[src/sv/assert_macros.svh]
// Assertion macros for the RTL files.
// Each macro expands to one labeled concurrent assertion on the rising edge of clk.
`ifndef ASSERT_MACROS_SVH
`define ASSERT_MACROS_SVH

// Checked only while rst is low.
`define ASSERT_CLK(label, prop, msg) \
  label: assert property (@(posedge clk) disable iff (rst) (prop)) else $error(msg);

// Checked at every edge, also during reset.
`define ASSERT_CLK_ALWAYS(label, prop, msg) \
  label: assert property (@(posedge clk) (prop)) else $error(msg);

`endif

[src/sv/dsrq_pkg.sv]
`default_nettype none

package dsrq_pkg;

  // Indexes of the configuration registers.
  typedef enum logic [2:0] {
    CFG_A_DEBOUNCE = 3'd0,
    CFG_A_STUCK    = 3'd1,
    CFG_A_DELAY    = 3'd2,
    CFG_A_MODE     = 3'd3,
    CFG_B_DEBOUNCE = 3'd4,
    CFG_B_STUCK    = 3'd5,
    CFG_B_DELAY    = 3'd6,
    CFG_B_MODE     = 3'd7
  } cfg_reg_t;

  localparam int unsigned CfgIndexWidth = 3;
  localparam int unsigned CfgDataWidth  = 32;
  localparam int unsigned TimeWidth     = 32;

  // Reset values of the configuration registers.
  localparam logic [TimeWidth-1:0] DebounceReset = 32'd50;
  localparam logic [TimeWidth-1:0] StuckReset    = 32'd30000;
  localparam logic [TimeWidth-1:0] DelayReset    = 32'd1000;

  // Action codes of an input item.
  localparam logic ActStart  = 1'b0;
  localparam logic ActUpdate = 1'b1;

  typedef logic [TimeWidth-1:0] ms_t;

  // One input item.
  typedef struct packed {
    logic action;
    logic a_level;
    logic b_level;
    ms_t  now_ms;
    logic setup_ok;
    logic no_fault;
    logic voltage_ok;
    logic current_ok;
    logic thermal_ok;
  } sample_t;

  // One result item.
  typedef struct packed {
    logic a_request;
    logic b_request;
    logic a_chan1;
    logic a_chan2;
    logic b_chan1;
    logic b_chan2;
    logic a_stuck;
    logic b_stuck;
  } result_t;

  // Settings of one switch pair.
  typedef struct packed {
    ms_t  settle_ms;
    ms_t  hold_limit_ms;
    ms_t  chan2_delay_ms;
    logic maintained;
  } pair_cfg_t;

  // Debounce and latch state of one switch pair.
  typedef struct packed {
    logic raw_pressed;
    logic stable_pressed;
    logic armed;
    logic request_latch;
    logic stuck_flag;
    ms_t  sample_change_time;
    ms_t  press_time;
    ms_t  enable_time;
  } pair_state_t;

  // Next state and channel drives of one pair after one update step.
  typedef struct packed {
    pair_state_t st;
    logic        chan1;
    logic        chan2;
  } pair_step_t;

endpackage

`default_nettype wire

[src/sv/dual_switch_request_qualifier.sv]
// Each sample is registered in the input register, and its result in the result register.
// Throughput: one sample per cycle; the input register and the result register
// are joined by one pass of compare and latch logic, and stall only on result_ready.
// Reset: synchronous, active-high rst empties both registers, clears the started
// flag and all pair state, and loads the configuration registers with their defaults.
`default_nettype none

module dual_switch_request_qualifier (
  input  wire logic                               clk,
  input  wire logic                               rst,
  input  wire logic                               sample_valid,
  output logic                                    sample_ready,
  input  wire dsrq_pkg::sample_t                  sample,
  output logic                                    result_valid,
  input  wire logic                               result_ready,
  output dsrq_pkg::result_t                       result,
  input  wire logic                               cfg_write,
  input  wire logic [dsrq_pkg::CfgIndexWidth-1:0] cfg_index,
  input  wire logic [dsrq_pkg::CfgDataWidth-1:0]  cfg_data
);

  import dsrq_pkg::*;

  `include "assert_macros.svh"

  // One update step of a pair. Any timestamp refreshed in this step would give
  // a zero difference, which a valid configuration never reaches, so every
  // compare works from the stored times in parallel.
  function automatic pair_step_t pair_step(pair_state_t s, logic pressed, ms_t now,
                                           logic permit, pair_cfg_t c);
    pair_step_t r;
    logic       qualify;
    logic       press_seen;
    logic       enabled;
    ms_t        since_change;
    ms_t        since_press;
    ms_t        since_enable;
    since_change = now - s.sample_change_time;
    since_press  = now - s.press_time;
    since_enable = now - s.enable_time;
    r.st         = s;
    press_seen   = 1'b0;
    enabled      = 1'b0;
    r.st.request_latch = s.request_latch & permit;

    if (pressed != s.raw_pressed) begin
      r.st.raw_pressed        = pressed;
      r.st.sample_change_time = now;
    end

    qualify = (pressed == s.raw_pressed) && (s.raw_pressed != s.stable_pressed) &&
              (since_change >= c.settle_ms);

    // A qualified edge of the debounced level.
    if (qualify) begin
      r.st.stable_pressed = s.raw_pressed;
      if (!s.raw_pressed) begin
        r.st.armed      = 1'b1;
        r.st.stuck_flag = 1'b0;
        if (c.maintained) begin
          r.st.request_latch = 1'b0;
        end
      end else begin
        press_seen      = 1'b1;
        r.st.press_time = now;
        if (s.armed) begin
          if (!c.maintained) begin
            r.st.armed         = 1'b0;
            r.st.request_latch = permit & ~r.st.request_latch;
          end else begin
            r.st.request_latch = permit;
          end
          if (r.st.request_latch) begin
            enabled          = 1'b1;
            r.st.enable_time = now;
          end
        end
      end
    end

    // A press held too long in toggle mode drops the request.
    if (!c.maintained && r.st.stable_pressed && !press_seen &&
        (since_press >= c.hold_limit_ms)) begin
      r.st.stuck_flag    = 1'b1;
      r.st.request_latch = 1'b0;
    end

    r.chan1 = r.st.request_latch & ~r.st.stuck_flag;
    r.chan2 = r.chan1 && !enabled && (since_enable >= c.chan2_delay_ms);
    return r;
  endfunction

  // State of a pair after a start item.
  function automatic pair_state_t pair_start(logic pressed, ms_t now);
    pair_state_t s;
    s.raw_pressed        = pressed;
    s.stable_pressed     = pressed;
    s.armed              = ~pressed;
    s.request_latch      = 1'b0;
    s.stuck_flag         = 1'b0;
    s.sample_change_time = now;
    s.press_time         = now;
    s.enable_time        = now;
    return s;
  endfunction

  function automatic logic pair_cfg_valid(pair_cfg_t c);
    return (c.settle_ms != '0) && (c.hold_limit_ms > c.settle_ms) &&
           (c.chan2_delay_ms != '0);
  endfunction

  pair_cfg_t   cfg_a;
  pair_cfg_t   cfg_b;
  logic        cfg_ok;
  logic        hold_valid;
  sample_t     hold;
  logic        started;
  logic        started_next;
  pair_state_t pair_a;
  pair_state_t pair_a_next;
  pair_state_t pair_b;
  pair_state_t pair_b_next;
  result_t     result_next;
  logic        slot_free;
  logic        advance;
  logic        permit;
  pair_step_t  step_a;
  pair_step_t  step_b;

  // Configuration writes.
  always_ff @(posedge clk) begin
    if (rst) begin
      cfg_a <= '{settle_ms: DebounceReset, hold_limit_ms: StuckReset,
                 chan2_delay_ms: DelayReset, maintained: 1'b0};
      cfg_b <= '{settle_ms: DebounceReset, hold_limit_ms: StuckReset,
                 chan2_delay_ms: DelayReset, maintained: 1'b0};
    end else if (cfg_write) begin
      unique case (cfg_index)
        CFG_A_DEBOUNCE: cfg_a.settle_ms      <= cfg_data;
        CFG_A_STUCK:    cfg_a.hold_limit_ms  <= cfg_data;
        CFG_A_DELAY:    cfg_a.chan2_delay_ms <= cfg_data;
        CFG_A_MODE:     cfg_a.maintained     <= cfg_data[0];
        CFG_B_DEBOUNCE: cfg_b.settle_ms      <= cfg_data;
        CFG_B_STUCK:    cfg_b.hold_limit_ms  <= cfg_data;
        CFG_B_DELAY:    cfg_b.chan2_delay_ms <= cfg_data;
        CFG_B_MODE:     cfg_b.maintained     <= cfg_data[0];
        default: ;
      endcase
    end
  end

  // Validity follows the current register contents.
  assign cfg_ok = pair_cfg_valid(cfg_a) && pair_cfg_valid(cfg_b);

  // Handshake between the input register and the result register.
  assign slot_free    = !result_valid || result_ready;
  assign advance      = hold_valid && slot_free;
  assign sample_ready = !hold_valid || slot_free;

  always_ff @(posedge clk) begin
    if (rst) begin
      hold_valid <= 1'b0;
    end else if (sample_valid && sample_ready) begin
      hold_valid <= 1'b1;
    end else if (advance) begin
      hold_valid <= 1'b0;
    end
  end

  always_ff @(posedge clk) begin
    if (sample_valid && sample_ready) begin
      hold <= sample;
    end
  end

  // One processing pass over the held sample.
  assign permit = hold.setup_ok & hold.no_fault & hold.voltage_ok &
                  hold.current_ok & hold.thermal_ok;
  assign step_a = pair_step(pair_a, ~hold.a_level, hold.now_ms, permit, cfg_a);
  assign step_b = pair_step(pair_b, ~hold.b_level, hold.now_ms, permit, cfg_b);

  always_comb begin
    started_next = started;
    pair_a_next  = pair_a;
    pair_b_next  = pair_b;
    result_next  = '0;
    if (cfg_ok) begin
      if (hold.action == ActStart) begin
        started_next = 1'b1;
        pair_a_next  = pair_start(~hold.a_level, hold.now_ms);
        pair_b_next  = pair_start(~hold.b_level, hold.now_ms);
      end else if (started) begin
        pair_a_next           = step_a.st;
        pair_b_next           = step_b.st;
        result_next.a_request = step_a.st.request_latch;
        result_next.b_request = step_b.st.request_latch;
        result_next.a_chan1   = step_a.chan1;
        result_next.a_chan2   = step_a.chan2;
        result_next.b_chan1   = step_b.chan1;
        result_next.b_chan2   = step_b.chan2;
        result_next.a_stuck   = step_a.st.stuck_flag;
        result_next.b_stuck   = step_b.st.stuck_flag;
      end
    end
  end

  // Pair state advances with each sample that moves into the result register.
  always_ff @(posedge clk) begin
    if (rst) begin
      started <= 1'b0;
      pair_a  <= '0;
      pair_b  <= '0;
    end else if (advance) begin
      started <= started_next;
      pair_a  <= pair_a_next;
      pair_b  <= pair_b_next;
    end
  end

  // Result register.
  always_ff @(posedge clk) begin
    if (rst) begin
      result_valid <= 1'b0;
    end else if (advance) begin
      result_valid <= 1'b1;
    end else if (result_ready) begin
      result_valid <= 1'b0;
    end
  end

  always_ff @(posedge clk) begin
    if (advance) begin
      result <= result_next;
    end
  end

  `ASSERT_CLK(a_empty_slot_ready, !result_valid |-> sample_ready,
              "sample_ready low with an empty result register")
  `ASSERT_CLK(a_advance_gives_result, advance |=> result_valid,
              "processed sample did not reach the result register")
  `ASSERT_CLK(a_invalid_cfg_freezes, (advance && !cfg_ok) |=>
              ($stable(started) && $stable(pair_a) && $stable(pair_b)),
              "pair state changed under an invalid configuration")
  `ASSERT_CLK_ALWAYS(a_chan_consistent, result_valid |->
              (!(result.a_chan2 && !result.a_chan1) && !(result.b_chan2 && !result.b_chan1) &&
               !(result.a_chan1 && (result.a_stuck || !result.a_request)) &&
               !(result.b_chan1 && (result.b_stuck || !result.b_request))),
              "channel drive disagrees with request or stuck flag")

endmodule

`default_nettype wire

[config.mk]
export PLATFORM = sky130hd
export DESIGN_NAME = dual_switch_request_qualifier
export DESIGN_NICKNAME = d
export VERILOG_FILES = /design/src/sv/dsrq_pkg.sv /design/src/sv/dual_switch_request_qualifier.sv
export VERILOG_INCLUDE_DIRS = /design/src /design/src/sv
export SDC_FILE = /design/constraint.sdc
export NUM_CORES = 2
export LEC_CHECK = 0
export BUFFER_PORTS_ARGS = -buffer_cell sky130_fd_sc_hd__buf_2
export CAP_MARGIN = 20
export CELL_PAD_IN_SITES_DETAIL_PLACEMENT = 1
export CELL_PAD_IN_SITES_GLOBAL_PLACEMENT = 1
export CORE_ASPECT_RATIO = 2
export CORE_MARGIN = 4
export CORE_UTILIZATION = 35
export DETAILED_ROUTE_END_ITERATION = 10
export GPL_TIMING_DRIVEN = 0
export PLACE_DENSITY = 0.58
export SYNTH_ARGS = -nofsm -noshare
export SYNTH_HDL_FRONTEND = slang
export SYNTH_SLANG_ARGS = --single-unit
[constraint.sdc]
create_clock -name clk -period 15.7 [get_ports clk]
set_clock_uncertainty 0.15 [all_clocks]
set_input_delay 0.785 -clock clk [delete_from_list [all_inputs] [get_ports clk]]
set_output_delay 0.785 -clock clk [all_outputs]
set_load 0.02 [all_outputs]
Yosys cells after proc, flatten, opt, wreduce, memory -nomap -nowiden
Cells that the tools add are included.
W data, S select, Z words.
{ "totals": {"ff_bits": 447, "input_bits": 80, "word_cells": 210} }
{ "classes": {"n_addsub": 6, "order_cmp": 8, "eq_ne": 24, "n_mux": 54, "bitwise_logic": 17, "reduce_logical": 57} }
{ "ops": {"columns": ["cell", "n"], "rows": [
  ["$mux W101", 4],
  ["$mux W64", 4],
  ["$ge A32 B32 Y1", 6],
  ["$mux W32", 6],
  ["$sub A32 B32 Y32", 6],
  ["$reduce_bool A32 Y1", 4],
  ["$gt A32 B32 Y1", 2],
  ["$mux W1", 32],
  ["$ne A2 B1 Y1 const B", 11],
  ["$logic_and A1 B1 Y1", 21],
  ["$reduce_and A2 Y1", 8],
  ["$reduce_and A4 Y1", 4],
  ["$reduce_and A7 Y1", 2],
  ["$eq A3 B3 Y1 const B", 4],
  ["$mux W2", 6],
  ["$and A1 B1 Y1", 10],
  ["$reduce_and A5 Y1", 2],
  ["$reduce_and A3 Y1", 3],
  ["$logic_not A1 Y1", 8],
  ["$mux W4", 2],
  ["$not A1 Y1", 7],
  ["$eq A3 B2 Y1 const B", 2],
  ["$ne A1 B1 Y1", 4],
  ["$reduce_bool A2 Y1", 2],
  ["other kinds (4)", 6]
]} }

Depth between registers and ports, before layout
{ "logic_depth": {"word_depth": 22, "ltp_mapped": 26, "ltp_nobuf": 25} }

Worst setup path after synthesis
Ideal clock, no wire load.
{ "synth_timing": {"kind": "register to register", "startpoint": "register hold[6] (netlist name)", "endpoint": "register result[4] (netlist name), data pin", "arrival_ns": 5.215, "required_time_ns": 15.416, "setup_slack_ns": 10.200, "stages_incl_launch_ff": 21, "path_buffers": 0, "path_cell_list": "edfxtp_1 > ha_1 > nor2b_1 > o211ai_1 > and3_1 > o31ai_1 > a221oi_1 > o21ai_0 > o21a_1 > nor2_1 > o41ai_1 > xor2_1 > ha_1 > a21o_1 > a21o_1 > a21oi_1 > or4b_1 > o2111a_1 > o21ai_1 > or4b_4 > and4b_1"} }
{ "synth_via": {"elab_chain_len": 12, "elab_cells_between_ends": 20} }
{ "synth_lines": {"columns": ["element", "line_no", "source"], "rows": [
  ["start, declared", "dual_switch_request_qualifier.sv:116", "sample_t hold;"],
  ["start signal, assigned", "dual_switch_request_qualifier.sv:172", "hold <= sample;"],
  ["$sub A32 B32 Y32", "dual_switch_request_qualifier.sv:38", "since_change = now - s.sample_change_time;"],
  ["$ge A32 B32 Y1", "dual_switch_request_qualifier.sv:52", "(since_change >= c.settle_ms);"],
  ["$logic_and A1 B1 Y1", "dual_switch_request_qualifier.sv:51", "qualify = (pressed == s.raw_pressed) && (s.raw_pressed != s.stable_pressed) &&"],
  ["$mux W4 / $mux W1 (equally long branches)", "dual_switch_request_qualifier.sv:55", "if (qualify) begin"],
  ["$logic_and A1 B1 Y1 / $logic_not A1 Y1 (equally long branches)", "dual_switch_request_qualifier.sv:82", "if (!c.maintained && r.st.stable_pressed && !press_seen &&"],
  ["$logic_and A1 B1 Y1 (2 in series)", "dual_switch_request_qualifier.sv:82", null],
  ["$mux W2", "dual_switch_request_qualifier.sv:82", null],
  ["$not A1 Y1", "dual_switch_request_qualifier.sv:88", "r.chan1 = r.st.request_latch & ~r.st.stuck_flag;"],
  ["$and A1 B1 Y1", "dual_switch_request_qualifier.sv:88", null],
  ["$logic_and A1 B1 Y1", "dual_switch_request_qualifier.sv:89", "r.chan2 = r.chan1 && !enabled && (since_enable >= c.chan2_delay_ms);"],
  ["$logic_and A1 B1 Y1 (*)", "dual_switch_request_qualifier.sv:89", null],
  ["end signal, assigned", "dual_switch_request_qualifier.sv:233", "result <= result_next;"],
  ["end, declared", "dual_switch_request_qualifier.sv:16", "output dsrq_pkg::result_t result,"]
]} }
Mark *: on every way between the ends. The rest lies on a longest branch, timed or not. The select of a mux whose other input is x is not followed.
A chain may end at the register's enable or synchronous reset.

Final worst setup path
{ "layout_timing": {"startpoint": "register hold[5] (netlist name)", "endpoint": "register pair_a[58] (netlist name)"} }
{ "layout_via": {"elab_chain_len": 5} }
{ "layout_lines": {"columns": ["element", "line_no", "source"], "rows": [
  ["$sub A32 B32 Y32", "dual_switch_request_qualifier.sv:38", null],
  ["$ge A32 B32 Y1", "dual_switch_request_qualifier.sv:52", null],
  ["$logic_and A1 B1 Y1", "dual_switch_request_qualifier.sv:51", null],
  ["$ne A2 B1 Y1 (no source line)", null, null],
  ["$reduce_and A5 Y1 (no source line)", null, null],
  ["end signal, assigned", "dual_switch_request_qualifier.sv:215", "pair_a <= pair_a_next;"],
  ["end, declared", "dual_switch_request_qualifier.sv:119", "pair_state_t pair_a;"]
]} }
No other way between the ends.

==> impl_metrics.csv <==
group,metric,value,unit
run_status,outcome,"finished clean",
sta,finalHoldViolations,0,
synth,synth.avg_cell_area,8.18,µm²
global_routing,track_usage,0.242,
drt,drt_iter0_drc,1095,
hold_path,hold_path_class,"primary input to flop",
clocking,clockBufferDepth,3,
sta,max_freq,134,MHz
drt,drc,0,
global_routing,met1_usage,0.259,
floorplanning,dieArea,0.0945,mm²
worst_setup_path,cp-end-kind,"flop",
power_and_ir_drop,ir_drop,0.0000800,V
synth,synth_top_area_frac,0.255,
floorplanning,core_area,0.0884,mm²
clocking,cts_sinks,447,
clocking,cts_tree,"built",
synth,async_flop_share,0,
drt,viasPerCell,5.31,
final_layout,drive_gt1_frac,0.0551,
clocking,cts_root_buffer,"clkbuf_16",
clocking,numCtsBuffers,49,
floorplanning,start_util,0.354,
synth,ys_seq_elements,447,
synth,ys_warn_count,0,
global_routing,grt_max_degree,30,
worst_setup_path,worstSetupPathType,"flop to flop",
clocking,clock_latency,0.63,ns
floorplanning,io_pins,90,
synth,synthCells,3824,
worst_setup_path,startpoint_type,"flop",
global_routing,grt-ovfl-total,0,
sta,max_slew_margin,0.237,
synth,synthFlopType,"dfxtp_1",
clocking,ctsHoldBuffers,0,
worst_setup_path,crit_arrival,7.80,ns
power_and_ir_drop,p_per_area,92.1,mW/mm²
drt,final_antenna_net_count,0,
final_layout,syn2layout_area_growth,12.3,%
global_routing,grt_pass1_wl,174,mm
global_routing,grt_use_met2,0.485,
floorplanning,die_w,219,µm
synth,synth_area_leaders,"dfxtp_1, ha_1, mux2i_1",
clocking,postCtsSetupBuffers,0,
final_layout,fillCellCount,10665,
clocking,cts_resized,0,
synth,syn_area,0.0313,mm²
synth,synth.distinct_cells,71,
sta,min_period_over_period,0.477,
drt,dr.pass1.iters,5,
global_routing,antenna_found_initial,9,
synth,ys_seq_area_frac,0.301,
synth,synth_area_leader_cell,"dfxtp_1",
final_layout,finalNetCount,4499,
synth,syn-num-nets,4352,
sta,finalSetupTns,0,ns
sta,tightest_slew,1.15,ns
power_and_ir_drop,power.total,0.00323,W
synth,synth-edff-count,48,
sta,final-max-slew-violation-count,0,
placed_design,port_buffers,85,
power_and_ir_drop,leakage,14.5,nW
final_layout,mostFrequentLayoutCells,"nand2_1, ha_1, inv_1",
sta,min_period,7.48,ns
clocking,h-tree-depth,2,
flow_run,max_cap_violations,0,
placed_design,place.gp.congestion,0.846,
drt,wl,116,mm
placed_design,place_hpwl,94.3,mm
global_routing,grt_pass1_vias,29036,
floorplanning,fp.dieH,431,µm
global_routing,top_usage_layer,"met2",
floorplanning,rows,154,
sta,setup-violations-final,0,
clocking,cts.clk_slew.worst_paths,0.06,ns
worst_setup_path,crit_required,16.02,ns
drt,detail_route.wl_per_cell,22.3,µm
drt,num_vias,27561,
global_routing,grt_use_met3,0.0272,
worst_setup_path,cp_max_fo,10,
sta,grt_setup_unrepaired,"false",
==> cells in the mapped netlist, types with 4 or more instances <==
cell	number
a21o_1	161
or3_1	6
o21a_1	39
nand4_1	61
nor2_1	332
inv_1	423
nor3b_1	6
o21ai_1	4
o41ai_1	4
nand3_1	44
o211ai_1	19
buf_2	8
clkbuf_1	90
a311o_1	4
nor3_1	28
xnor2_1	126
nand2b_1	41
ha_1	442
and4_1	9
edfxtp_1	48
mux2i_1	196
o31a_1	4
fa_1	6
nor2b_1	44
and2_1	9
o22ai_1	4
o21ai_0	129
a211oi_1	21
a21boi_0	8
or2_2	10
a2111oi_0	11
a211o_1	23
a31oi_1	21
nand2_1	442
nor4_1	39
a21oi_1	380
nand3b_1	17
and3_1	19
o21bai_1	29
o2111ai_1	8
a221oi_1	4
dfxtp_1	399
buf_4	14
xor2_1	41
o31ai_1	9
==> cell families after synthesis <==
kind of cell | count (synthesis) | synth area share
simple gates | 1121 | 0.162
compound gates | 907 | 0.180
buf+inv | 538 | 0.0666
fa+ha+maj | 448 | 0.181
flops | 447 | 0.301
mux | 196 | 0.0627
xor+xnor | 167 | 0.0468
==> per-stage QoR <==
step	worst slack [ns]	instance area [µm²]	std cells	hold WS [ns]	util
2_1_floorplan	10.20	31300	3824	0.276	-
3_3_place_gp	7.54	33200	5079	0.309	0.375
3_5_place_dp	8.22	33300	5089	0.313	0.377
4_1_cts	8.19	35100	5181	0.131	0.397
5_1_grt	7.85	35100	5183	0.149	0.397
6_report	8.22	35100	5186	0.185	0.397
==> worst max-delay path, cell delays in order (launching register included) <==
cell,delay (ns)
edfxtp_1,0.62
inv_1,0.45
ha_1,0.25
inv_1,0.05
fa_1,0.40
a21o_1,0.18
a21oi_1,0.29
o21a_1,0.15
o21ai_0,0.27
a21oi_1,0.29
o21bai_1,0.17
a21oi_1,0.39
o21a_1,0.25
o21ai_0,0.13
xnor2_1,0.18
ha_1,0.31
nand3_1,0.10
or4_1,0.57
a211oi_1,0.29
buf_4,0.23
o21ai_0,0.11
a21oi_2,0.75
buf_2,0.46
mux2i_1,0.23
nor2_1,0.06
==> worst paths after layout <==
path                                                 to  slack [ns]  cells after the start                    from
worst max-delay path            pair_a[58]$_SDFFE_PP0P_        8.22                     24       hold[5]$_DFFE_PP_
worst min-delay path                 hold[33]$_DFFE_PP_        0.19                      1              sample[33]
worst max register to register  pair_a[58]$_SDFFE_PP0P_        8.22                     24       hold[5]$_DFFE_PP_
worst min register to register   cfg_a[13]$_SDFFE_PP0P_        0.32                      2  cfg_a[13]$_SDFFE_PP0P_
==> area by class of cell <==
cell class	count	area, µm²	share of cell area
well taps	1170	1460	0.0417
repair buffers	96	599	0.0171
inverters	423	1590	0.0452
plain buffers	115	494	0.0141
multi-input cells	2839	19800	0.563
clock buffers	66	1400	0.0399
flip-flops and latches	447	9430	0.269
clock inverters	26	358	0.0102
diodes	4	10.0	0.000285
==> registers in the layout (all words and copies together), names as in the netlist <==
signal        flops
cfg_b            97
result            8
result_valid      1
started           1
hold             40
pair_b          101
cfg_a            97
hold_valid        1
pair_a          101
==> where the power goes <==
group | switching [W] | internal (W) | leakage [nW] | total [W]
clock | 0.000549 | 0.000762 | 0.855 | 0.00131
sequential | 0.0000525 | 0.00118 | 3.70 | 0.00124
combinational | 0.000404 | 0.000283 | 9.97 | 0.000687
total | 0.00101 | 0.00223 | 14.5 | 0.00323
==> metal layers <==
layer  share of wire  up-vias
met5         0.00051        -
met4           0.032        8
met3           0.027      145
met2            0.56      334
met1            0.38    13520
li1                -    13554
(Power assumes the default switching activity.)
